**config.mk**
```make
export PLATFORM = sky130hd
export DESIGN_NAME = rpn_four_level_stack_calculator
export DESIGN_NICKNAME = d
export VERILOG_FILES = /design/src/hw/rtl/rpn_pkg.sv /design/src/hw/rtl/rpn_alu.sv /design/src/hw/rtl/rpn_four_level_stack_calculator.sv
export VERILOG_INCLUDE_DIRS = /design/src /design/src/hw/rtl
export SDC_FILE = /design/constraint.sdc
export NUM_CORES = 1
export LEC_CHECK = 0
export BUFFER_PORTS_ARGS = -buffer_cell sky130_fd_sc_hd__buf_2
export CAP_MARGIN = 0
export CORE_MARGIN = 2
export CORE_UTILIZATION = 60
export DETAILED_ROUTE_END_ITERATION = 8
export HOLD_SLACK_MARGIN = 0.08
export PLACE_DENSITY = 0.81
export SLEW_MARGIN = 30
export SYNTH_ARGS = -nofsm -noshare
export SYNTH_HDL_FRONTEND = slang
export SYNTH_SLANG_ARGS = --single-unit
```
**constraint.sdc**
```tcl
create_clock -name clk -period 8.36 [get_ports clk]
set_input_delay 0 -clock clk [delete_from_list [all_inputs] [get_ports clk]]
set_output_delay 0 -clock clk [all_outputs]
set_load 0.1 [all_outputs]
```
**src/hw/rtl/assert_macros.svh**
```systemverilog
// Assertion macros shared by the calculator RTL.
// No dependencies; include it with a bare file name in files that check themselves.
`ifndef ASSERT_MACROS_SVH
`define ASSERT_MACROS_SVH

// Same-cycle implication, disabled while reset is held.
`define ASSERT_IMP(name, clk, rst_n, ante, cons) \
  name: assert property (@(posedge clk) disable iff (!rst_n) (ante) |-> (cons)) \
    else $error("assertion failed: same-cycle implication");

// Next-cycle implication, disabled while reset is held.
`define ASSERT_NXT(name, clk, rst_n, ante, cons) \
  name: assert property (@(posedge clk) disable iff (!rst_n) (ante) |=> (cons)) \
    else $error("assertion failed: next-cycle implication");

`endif

```
**src/hw/rtl/rpn_pkg.sv**
```systemverilog
// Shared types, codes and sizes for the RPN stack calculator.
// No dependencies; used by rpn_alu and the top level.
`timescale 1ns / 1ps

package rpn_pkg;

  // Stack geometry.
  localparam int STACK_DEPTH = 4;
  localparam int CNT_W       = $clog2(STACK_DEPTH + 1);

  // Q16.16 data word.
  typedef logic signed [31:0] word_t;

  // Operator codes.
  localparam logic [1:0] OP_ADD = 2'd0;
  localparam logic [1:0] OP_SUB = 2'd1;
  localparam logic [1:0] OP_MUL = 2'd2;
  localparam logic [1:0] OP_DIV = 2'd3;

  // Status codes.
  localparam logic [1:0] ST_OK        = 2'd0;
  localparam logic [1:0] ST_OVERFLOW  = 2'd1;
  localparam logic [1:0] ST_DIVZERO   = 2'd2;
  localparam logic [1:0] ST_UNDERFLOW = 2'd3;

  // Saturation bounds.
  localparam word_t WORD_MAX = 32'sh7FFF_FFFF;
  localparam word_t WORD_MIN = 32'sh8000_0000;

  // Request into the arithmetic unit.
  typedef struct packed {
    logic       start;
    logic [1:0] op;
  } alu_req_t;

  // Response from the arithmetic unit.
  typedef struct packed {
    logic done;
  } alu_rsp_t;

endpackage

```
**src/hw/rtl/rpn_alu.sv**
```systemverilog
// Iterative Q16.16 arithmetic unit: saturating add/subtract, shift-add multiply,
// restoring divide, all around one shared 34-bit adder. Depends on rpn_pkg.
`timescale 1ns / 1ps
`include "assert_macros.svh"

module rpn_alu (
  input  logic             clk,
  input  logic             rst_n,
  input  rpn_pkg::alu_req_t req,
  input  rpn_pkg::word_t   opa,
  input  rpn_pkg::word_t   opb,
  output rpn_pkg::alu_rsp_t rsp,
  output rpn_pkg::word_t   result
);

  localparam logic [1:0] A_IDLE = 2'd0;
  localparam logic [1:0] A_RUN  = 2'd1;
  localparam logic [1:0] A_NEG  = 2'd2;
  localparam logic [1:0] A_SAT  = 2'd3;

  logic [1:0]         state_r, state_nxt;
  logic               done_r, done_nxt;
  logic [1:0]         op_r;
  logic               neg_r;
  logic [5:0]         cnt_r;
  logic [31:0]        hi_r;
  logic [47:0]        lo_r;
  logic [31:0]        mag_r;
  logic signed [63:0] prod_r;
  rpn_pkg::word_t     result_r;

  logic [33:0]        add_x, add_y, add_sum;
  logic               add_sub;
  logic [31:0]        abs_a, abs_b;
  logic [63:0]        mag64;
  logic signed [63:0] sat_in;
  rpn_pkg::word_t     addsub_sat, wide_sat;
  logic               is_addsub;

  // Magnitudes of the operands; the most negative value maps to 2^31 unsigned.
  assign abs_a = opa[31] ? (~opa + 32'd1) : opa;
  assign abs_b = opb[31] ? (~opb + 32'd1) : opb;
  assign is_addsub = (req.op == rpn_pkg::OP_ADD) || (req.op == rpn_pkg::OP_SUB);

  // Shared adder operand selection.
  always_comb begin
    if (state_r == A_IDLE) begin
      add_x   = {{2{opa[31]}}, opa};
      add_y   = {{2{opb[31]}}, opb};
      add_sub = (req.op == rpn_pkg::OP_SUB);
    end else if (op_r == rpn_pkg::OP_MUL) begin
      add_x   = {2'b00, hi_r};
      add_y   = lo_r[0] ? {2'b00, mag_r} : 34'd0;
      add_sub = 1'b0;
    end else begin
      add_x   = {1'b0, hi_r, lo_r[47]};
      add_y   = {2'b00, mag_r};
      add_sub = 1'b1;
    end
  end

  assign add_sum = add_x + (add_sub ? ~add_y : add_y) + {33'd0, add_sub};

  // Saturation of the add/subtract sum to 32 bits.
  always_comb begin
    if (add_sum[33:31] == {3{add_sum[33]}}) begin
      addsub_sat = add_sum[31:0];
    end else begin
      addsub_sat = add_sum[33] ? rpn_pkg::WORD_MIN : rpn_pkg::WORD_MAX;
    end
  end

  // Product or quotient magnitude, and the final scale and saturation.
  assign mag64  = (op_r == rpn_pkg::OP_MUL) ? {hi_r, lo_r[31:0]} : {16'd0, lo_r};
  assign sat_in = (op_r == rpn_pkg::OP_MUL) ? (prod_r >>> 16) : prod_r;

  always_comb begin
    if (sat_in[63:31] == {33{sat_in[63]}}) begin
      wide_sat = sat_in[31:0];
    end else begin
      wide_sat = sat_in[63] ? rpn_pkg::WORD_MIN : rpn_pkg::WORD_MAX;
    end
  end

  // Sequencer.
  always_comb begin
    state_nxt = state_r;
    done_nxt  = 1'b0;
    case (state_r)
      A_IDLE: begin
        if (req.start) begin
          if (is_addsub) begin
            done_nxt = 1'b1;
          end else begin
            state_nxt = A_RUN;
          end
        end
      end
      A_RUN: begin
        if (cnt_r == 6'd1) begin
          state_nxt = A_NEG;
        end
      end
      A_NEG: begin
        state_nxt = A_SAT;
      end
      A_SAT: begin
        done_nxt  = 1'b1;
        state_nxt = A_IDLE;
      end
      default: begin
        state_nxt = A_IDLE;
      end
    endcase
  end

  always_ff @(posedge clk) begin
    if (!rst_n) begin
      state_r <= A_IDLE;
      done_r  <= 1'b0;
    end else begin
      state_r <= state_nxt;
      done_r  <= done_nxt;
    end
  end

  // Datapath registers.
  always_ff @(posedge clk) begin
    case (state_r)
      A_IDLE: begin
        if (req.start) begin
          op_r  <= req.op;
          neg_r <= opa[31] ^ opb[31];
          hi_r  <= 32'd0;
          if (is_addsub) begin
            result_r <= addsub_sat;
          end else if (req.op == rpn_pkg::OP_MUL) begin
            lo_r  <= {16'd0, abs_b};
            mag_r <= abs_a;
            cnt_r <= 6'd32;
          end else begin
            lo_r  <= {abs_a, 16'd0};
            mag_r <= abs_b;
            cnt_r <= 6'd48;
          end
        end
      end
      A_RUN: begin
        cnt_r <= cnt_r - 6'd1;
        if (op_r == rpn_pkg::OP_MUL) begin
          // Add the multiplicand when the multiplier bit is set, then shift right.
          hi_r <= add_sum[32:1];
          lo_r <= {16'd0, add_sum[0], lo_r[31:1]};
        end else begin
          // Restoring divide step: keep the difference when it did not borrow.
          hi_r <= add_sum[33] ? add_x[31:0] : add_sum[31:0];
          lo_r <= {lo_r[46:0], ~add_sum[33]};
        end
      end
      A_NEG: begin
        prod_r <= neg_r ? -$signed(mag64) : $signed(mag64);
      end
      A_SAT: begin
        result_r <= wide_sat;
      end
      default: begin
      end
    endcase
  end

  assign rsp.done = done_r;
  assign result   = result_r;

  `ASSERT_IMP(a_alu_start_idle, clk, rst_n, req.start, state_r == A_IDLE)
  `ASSERT_IMP(a_alu_run_count, clk, rst_n, state_r == A_RUN, cnt_r != 6'd0)
  `ASSERT_NXT(a_alu_done_pulse, clk, rst_n, done_r, !done_r)

endmodule

```
**src/hw/rtl/rpn_four_level_stack_calculator.sv**
```systemverilog
// Top level of the four-level RPN stack calculator: token decode, operand stack,
// status latch and output register. Depends on rpn_pkg and rpn_alu.
`timescale 1ns / 1ps
`include "assert_macros.svh"

// Usage:
// One token is taken per input transaction (in_valid/in_ready). Every token
// produces exactly one result transaction on out_valid/out_ready carrying the
// stack top in Q16.16, a status code and the end-of-expression flag.
// The block works on one token at a time; in_ready is high only while idle.
// Pushes, errors and tokens ignored under a latched error go from decode straight
// to the output stage. Add and subtract go through the shared arithmetic unit;
// multiply uses its bit-serial shift-add multiplier (32 steps) and divide its
// restoring divider (48 steps).
// A divide by zero skips the unit.
// in_ready returns in the same cycle that a result is registered.
// The result sits in an output register, so a stalled receiver does not stop
// the next token from being accepted and computed; that token waits at the
// output stage until the held result is taken.
// Reset empties the stack, clears the error latch and drops out_valid.
// The token flagged last clears the stack and the latch when its result is
// moved into the output register.

module rpn_four_level_stack_calculator (
  input  logic               clk,
  input  logic               rst_n,
  input  logic               in_valid,
  output logic               in_ready,
  input  logic               in_kind,
  input  logic signed [15:0] in_operand_value,
  input  logic [1:0]         in_operation,
  input  logic               in_last_token,
  output logic               out_valid,
  input  logic               out_ready,
  output logic signed [31:0] out_top_value,
  output logic [1:0]         out_status,
  output logic               out_expression_done
);

  localparam int DEPTH = rpn_pkg::STACK_DEPTH;
  localparam int CW    = rpn_pkg::CNT_W;

  localparam logic [1:0] S_IDLE   = 2'd0;
  localparam logic [1:0] S_DECODE = 2'd1;
  localparam logic [1:0] S_CALC   = 2'd2;
  localparam logic [1:0] S_OUT    = 2'd3;

  logic [1:0]         state_r, state_nxt;
  logic [CW-1:0]      cnt_r;
  logic [1:0]         err_r;
  logic               out_valid_r;
  rpn_pkg::word_t     stack_r [DEPTH];
  logic               tok_kind_r;
  logic signed [15:0] tok_val_r;
  logic [1:0]         tok_op_r;
  logic               tok_last_r;
  logic               divz_r;
  rpn_pkg::word_t     out_top_r;
  logic [1:0]         out_status_r;
  logic               out_done_r;

  logic               in_fire, no_err, decode_ok, push_en, ovf_set, unf_set;
  logic               divz_hit, alu_start, pop_en, out_load;
  logic               last_load, err_shown;
  rpn_pkg::word_t     pop_val, alu_result;
  rpn_pkg::alu_req_t  alu_req;
  rpn_pkg::alu_rsp_t  alu_rsp;

  // Token decode.
  assign in_ready  = (state_r == S_IDLE);
  assign in_fire   = in_valid && in_ready;
  assign no_err    = (err_r == rpn_pkg::ST_OK);
  assign decode_ok = (state_r == S_DECODE) && no_err;
  assign push_en   = decode_ok && !tok_kind_r && (cnt_r < CW'(DEPTH));
  assign ovf_set   = decode_ok && !tok_kind_r && (cnt_r >= CW'(DEPTH));
  assign unf_set   = decode_ok && tok_kind_r && (cnt_r < CW'(2));
  assign divz_hit  = decode_ok && tok_kind_r && (cnt_r >= CW'(2)) &&
                     (tok_op_r == rpn_pkg::OP_DIV) && (stack_r[0] == '0);
  assign alu_start = decode_ok && tok_kind_r && (cnt_r >= CW'(2)) && !divz_hit;
  assign pop_en    = divz_hit || ((state_r == S_CALC) && alu_rsp.done);
  assign pop_val   = divz_hit ? '0 : alu_result;
  assign out_load  = (state_r == S_OUT) && (!out_valid_r || out_ready);

  // Shared arithmetic unit; a is the second entry, b the top.
  assign alu_req.start = alu_start;
  assign alu_req.op    = tok_op_r;

  rpn_alu u_alu (
    .clk    (clk),
    .rst_n  (rst_n),
    .req    (alu_req),
    .opa    (stack_r[1]),
    .opb    (stack_r[0]),
    .rsp    (alu_rsp),
    .result (alu_result)
  );

  // Control sequencer.
  always_comb begin
    state_nxt = state_r;
    case (state_r)
      S_IDLE: begin
        if (in_fire) begin
          state_nxt = S_DECODE;
        end
      end
      S_DECODE: begin
        state_nxt = alu_start ? S_CALC : S_OUT;
      end
      S_CALC: begin
        if (alu_rsp.done) begin
          state_nxt = S_OUT;
        end
      end
      S_OUT: begin
        if (out_load) begin
          state_nxt = S_IDLE;
        end
      end
      default: begin
        state_nxt = S_IDLE;
      end
    endcase
  end

  // Control registers: state, fill count, error latch, output valid.
  always_ff @(posedge clk) begin
    if (!rst_n) begin
      state_r     <= S_IDLE;
      cnt_r       <= '0;
      err_r       <= rpn_pkg::ST_OK;
      out_valid_r <= 1'b0;
    end else begin
      state_r <= state_nxt;
      if (push_en) begin
        cnt_r <= cnt_r + CW'(1);
      end else if (pop_en) begin
        cnt_r <= cnt_r - CW'(1);
      end else if (out_load && tok_last_r) begin
        cnt_r <= '0;
      end
      if (ovf_set) begin
        err_r <= rpn_pkg::ST_OVERFLOW;
      end else if (unf_set) begin
        err_r <= rpn_pkg::ST_UNDERFLOW;
      end else if (out_load && tok_last_r) begin
        err_r <= rpn_pkg::ST_OK;
      end
      if (out_load) begin
        out_valid_r <= 1'b1;
      end else if (out_ready) begin
        out_valid_r <= 1'b0;
      end
    end
  end

  // Token capture and stack shifting; the top of stack lives in entry 0.
  always_ff @(posedge clk) begin
    if (in_fire) begin
      tok_kind_r <= in_kind;
      tok_val_r  <= in_operand_value;
      tok_op_r   <= in_operation;
      tok_last_r <= in_last_token;
    end
    if (state_r == S_DECODE) begin
      divz_r <= divz_hit;
    end
    if (push_en) begin
      stack_r[0] <= {tok_val_r, 16'h0000};
      for (int i = 1; i < DEPTH; i++) begin
        stack_r[i] <= stack_r[i-1];
      end
    end else if (pop_en) begin
      stack_r[0] <= pop_val;
      for (int i = 1; i < DEPTH - 1; i++) begin
        stack_r[i] <= stack_r[i+1];
      end
    end
  end

  // Output register.
  always_ff @(posedge clk) begin
    if (out_load) begin
      out_done_r <= tok_last_r;
      if (!no_err) begin
        out_top_r    <= '0;
        out_status_r <= err_r;
      end else begin
        out_top_r    <= (cnt_r != '0) ? stack_r[0] : '0;
        out_status_r <= divz_r ? rpn_pkg::ST_DIVZERO : rpn_pkg::ST_OK;
      end
    end
  end

  assign out_valid           = out_valid_r;
  assign out_top_value       = out_top_r;
  assign out_status          = out_status_r;
  assign out_expression_done = out_done_r;

  // Conditions watched by the checks below.
  assign last_load = out_load && tok_last_r;
  assign err_shown = out_valid_r && ((out_status_r == rpn_pkg::ST_OVERFLOW) ||
                                     (out_status_r == rpn_pkg::ST_UNDERFLOW));

  `ASSERT_IMP(a_cnt_range, clk, rst_n, 1'b1, cnt_r <= CW'(DEPTH))
  `ASSERT_NXT(a_last_clears, clk, rst_n, last_load, (cnt_r == '0) && no_err)
  `ASSERT_IMP(a_err_top_zero, clk, rst_n, err_shown, out_top_r == '0)

endmodule
```
==> results by group <==
Finish
  • Fraction of layout cells with a size suffix above 1: 0.115
  • Commonest non-fill, non-tap cells in the layout: 401 x edfxtp_1, 366 x nand2_1, 146 x o21ai_0
  • Final net count: 2370
  • Post-layout instance area: 0.0262 mm^2
  • Fillers: 2903
  • Area occupied by multi-input gates: 0.0108 mm^2
  • Final Util: 0.674
  • Most common cell after layout, fill and taps aside: edfxtp_1
  • Register area: 0.0123 mm^2
  • Area grow syn2layout: 10.5%

Power
  • Worst vdd ir: 524 uV
  • Sw Pwr: 5040 uW
  • Power Dens Cells: 419 mW/mm^2
  • Reg power frac: 0.278
  • Leakage: 0.00936 uW
  • Total Power: 11000 uW
  • Combinational share of power: 0.532
  • Clk pwr share: 0.190
  • Int Power: 5930 uW
  • Sw frac: 0.460

Critical path
  • Crit end category: flop
  • CP top delay family: compound AO/OA/AOI/OAI gates
  • Buf/Inv on CP: 1
  • Critical path class: flop to flop
  • R2R depth: 13
  • Reg-to-reg slack, setup: 2.31 ns
  • Req. time, crit path: 8.64 ns
  • Worst Path Max Fanout: 53
  • CP max stage delay: 0.72 ns
  • Reg2reg start: u_alu.op_r[0]
  • RR Endpoint: u_alu.result[0]
  • Slowest-stage cell, CP: o311ai_1
  • Arrival time at the worst endpoint: 6.33 ns
  • Critical Path Source Type: flop
  • CP Cell Sequence: nand2b_4 > buf_4 > a21oi_1 > o21ai_0 > ha_1 > o21ai_0 > nor4_1 > o311ai_1 > nand4b_1 > a211o_1 > a211o_1 > a21oi_4 > o311ai_0

Synth
  • Top cell type's share of synthesized area: 0.508
  • Post-Synth Simple-Gate Area: 0.157
  • Area share of fa/ha/maj cells after synthesis: 0.0267
  • Sequential-to-total area share from yosys stat: 0.517
  • Yosys Warn Count: 0
  • Syn Area/Cell: 10.4 um^2
  • EDFF count, synth: 401
  • Async SR Flop Fraction: 0
  • Post-Syn Nets: 2357
  • Synth Area in Compound Gates: 0.147
  • Synthesized flop and latch total: 412
  • Synth unique cells: 79
  • Cell taking the most area after synthesis: edfxtp_1
  • Synth Flop Type: edfxtp_1
  • Gate Count Post-Synth: 2283
  • Synth Area in XOR/XNOR: 0.0661
  • Top area cells in the synthesized netlist: edfxtp_1 51%, nand2_1 5.8%, xor2_1 4.1%
  • Post-synthesis mux area share: 0.0554
  • Largest family of logic cells by synthesized area: simple AND/OR/NAND/NOR gates
  • Mapped Area: 0.0237 mm^2

Worst hold path
  • Worst Hold Class: input pin to flop
  • Hold Path Sink: tok_val_r[12]
  • HP Start: in_operand_value[12]
  • Worst Hold Path Cells: 2

Timing
  • Final setup fails: 0
  • Max-slew headroom: 0.385
  • Slew Limit Fails: 0
  • Fmax: 0.165 GHz
  • RSZ-0062 raised after global routing: false
  • Crit share post-route: 0.724
  • Setup TNS: 0 ns
  • Post-layout min period: 6.05 ns
  • Fin Hold WS: 0.134 ns
  • Slew @ Worst Pin: 0.922 ns
  • Clk_skew: 0.0294 ns
  • Fin. Hold Viols: 0

Die
  • DIE WIDTH: 203 um
  • Initial Util: 0.610
  • DIE AREA: 0.0411 mm^2
  • Site Rows: 72
  • Die height: 203 um
  • Core box area: 0.0388 mm^2
  • I/O pin total: 61

Global routing
  • First-pass GRT wire length: 114 mm
  • Vias in the first global route: 17863
  • Total track usage: 0.377
  • Largest net degree at the start of global routing: 77
  • Initial antenna violation count: 5
  • Total grt overflow: 0

CTS
  • Clock-pin transition on the worst setup and hold timing paths: 0.06 ns
  • CTS buffer count: 43
  • Clock Latency Late Sink: 0.60 ns
  • Clock buffer depth: 3
  • H-tree Lvls: 2
  • Sink Count: 412
  • CTS root buf: clkbuf_16
  • CTS tree: done

Routing
  • Router iterations before antenna repair: 6
  • Vias per cell: 6.79
  • WL final: 77.9 mm
  • Initial drt markers: 3160
  • Vias: 19355
  • Remaining DRCs: 0
  • WL/cell: 27.3 um
  • Remaining antenna violation count after routing: 0

Outcome
  • Status: finished clean

Placement
  • Placed Area: 0.0244 mm^2
  • Gp weighted congestion: 1.03
  • Port Buffer Count: 60
  • Placed wire-length estimate: 56.2 mm

Flow run
  • Max_cap viols: 0
==> final cells by class <==
type                            count  share of cell area
Clock inverter                     20              0.0113
Multi-Input combinational cell   1682               0.413
Clock buffer                       58              0.0456
Inverter                           41             0.00588
Timing Repair Buffer              116              0.0305
Sequential cell                   412               0.468
Tap cell                          518              0.0248
Antenna cell                        2            0.000191
==> registers in the layout (all words and copies together) (netlist names), 16 cells and up <==
register and flops:
tok_val_r 16, stack_r 128, u_alu.lo_r 48, u_alu.prod_r 64, out_top_value 32, u_alu.mag_r 32
u_alu.result 32, u_alu.hi_r 32
==> per-stage QoR <==
step	instances	setup slack (ns)
floorplan	2283	3.11
CTS	2846	2.44
global route	2847	2.00
finish	2849	2.31
global placement	2745	2.18
detailed placement	2745	2.46
==> how the worst max path moves through the flow <==
stage,from,to,slack (ns),cells past startpoint
after floorplan,stack_r[0][2],cnt_r[0],3.11,10
after global placement,u_alu.state_r[0],u_alu.result[30],2.18,14
after detailed placement,u_alu.state_r[0],u_alu.result[6],2.46,14
after CTS,u_alu.state_r[0],u_alu.result[0],2.44,14
after global routing,u_alu.state_r[0],u_alu.result[14],2.00,16
final,u_alu.op_r[0],u_alu.result[0],2.31,13
==> cells in the mapped netlist, drive strengths merged, types with 32 or more instances <==
| cell type | count |
|---|---|
| xnor2 | 69 |
| o31ai | 36 |
| clkbuf | 120 |
| ha | 49 |
| and2 | 74 |
| a21oi | 128 |
| a31oi | 37 |
| mux2 | 65 |
| nor3 | 39 |
| edfxtp | 401 |
| mux2i | 58 |
| o21ai | 148 |
| nor2 | 105 |
| nand3 | 59 |
| xor2 | 110 |
| nand2 | 367 |
| a22oi | 32 |
| inv | 41 |
==> routing by layer <==
metal / wire (um) / track usage / vias to the layer above
li1: - / - / 8488
met1: 32100 / 0.571 / 9322
met2: 32900 / 0.543 / 1392
met3: 10400 / 0.0828 / 153
met4: 2520 / 0.117 / 0
met5: 0 / 0 / -
==> power by group through the flow <==
stage / clock [uW] / sequential (uW) / combinational (uW)
after floorplan: 0 / 3110 / 3990
after global placement: 0 / 3060 / 5570
after detailed placement: 0 / 3070 / 5650
after CTS: 2080 / 3030 / 5650
after global routing: 2150 / 3050 / 6310
final: 2080 / 3050 / 5840
==> logic make-up after synthesis <==
logic type / Yosys count
AOI/OAI and AO/OA: 548
xor gates and xnor gates: 179
adders and majority gates: 50
buffers and inverters: 189
DFF: 412
muxes: 123
and+or+nand+nor: 782
==> what timing repair did <==
action | CTS | global route
buffers inserted | 0 | 0
hold buffers | 23 | 0
endpoints found under the hold margin | 31 | 0
gates resized for setup | 0 | 0
No activity file was read; power rests on OpenSTA's default activity.
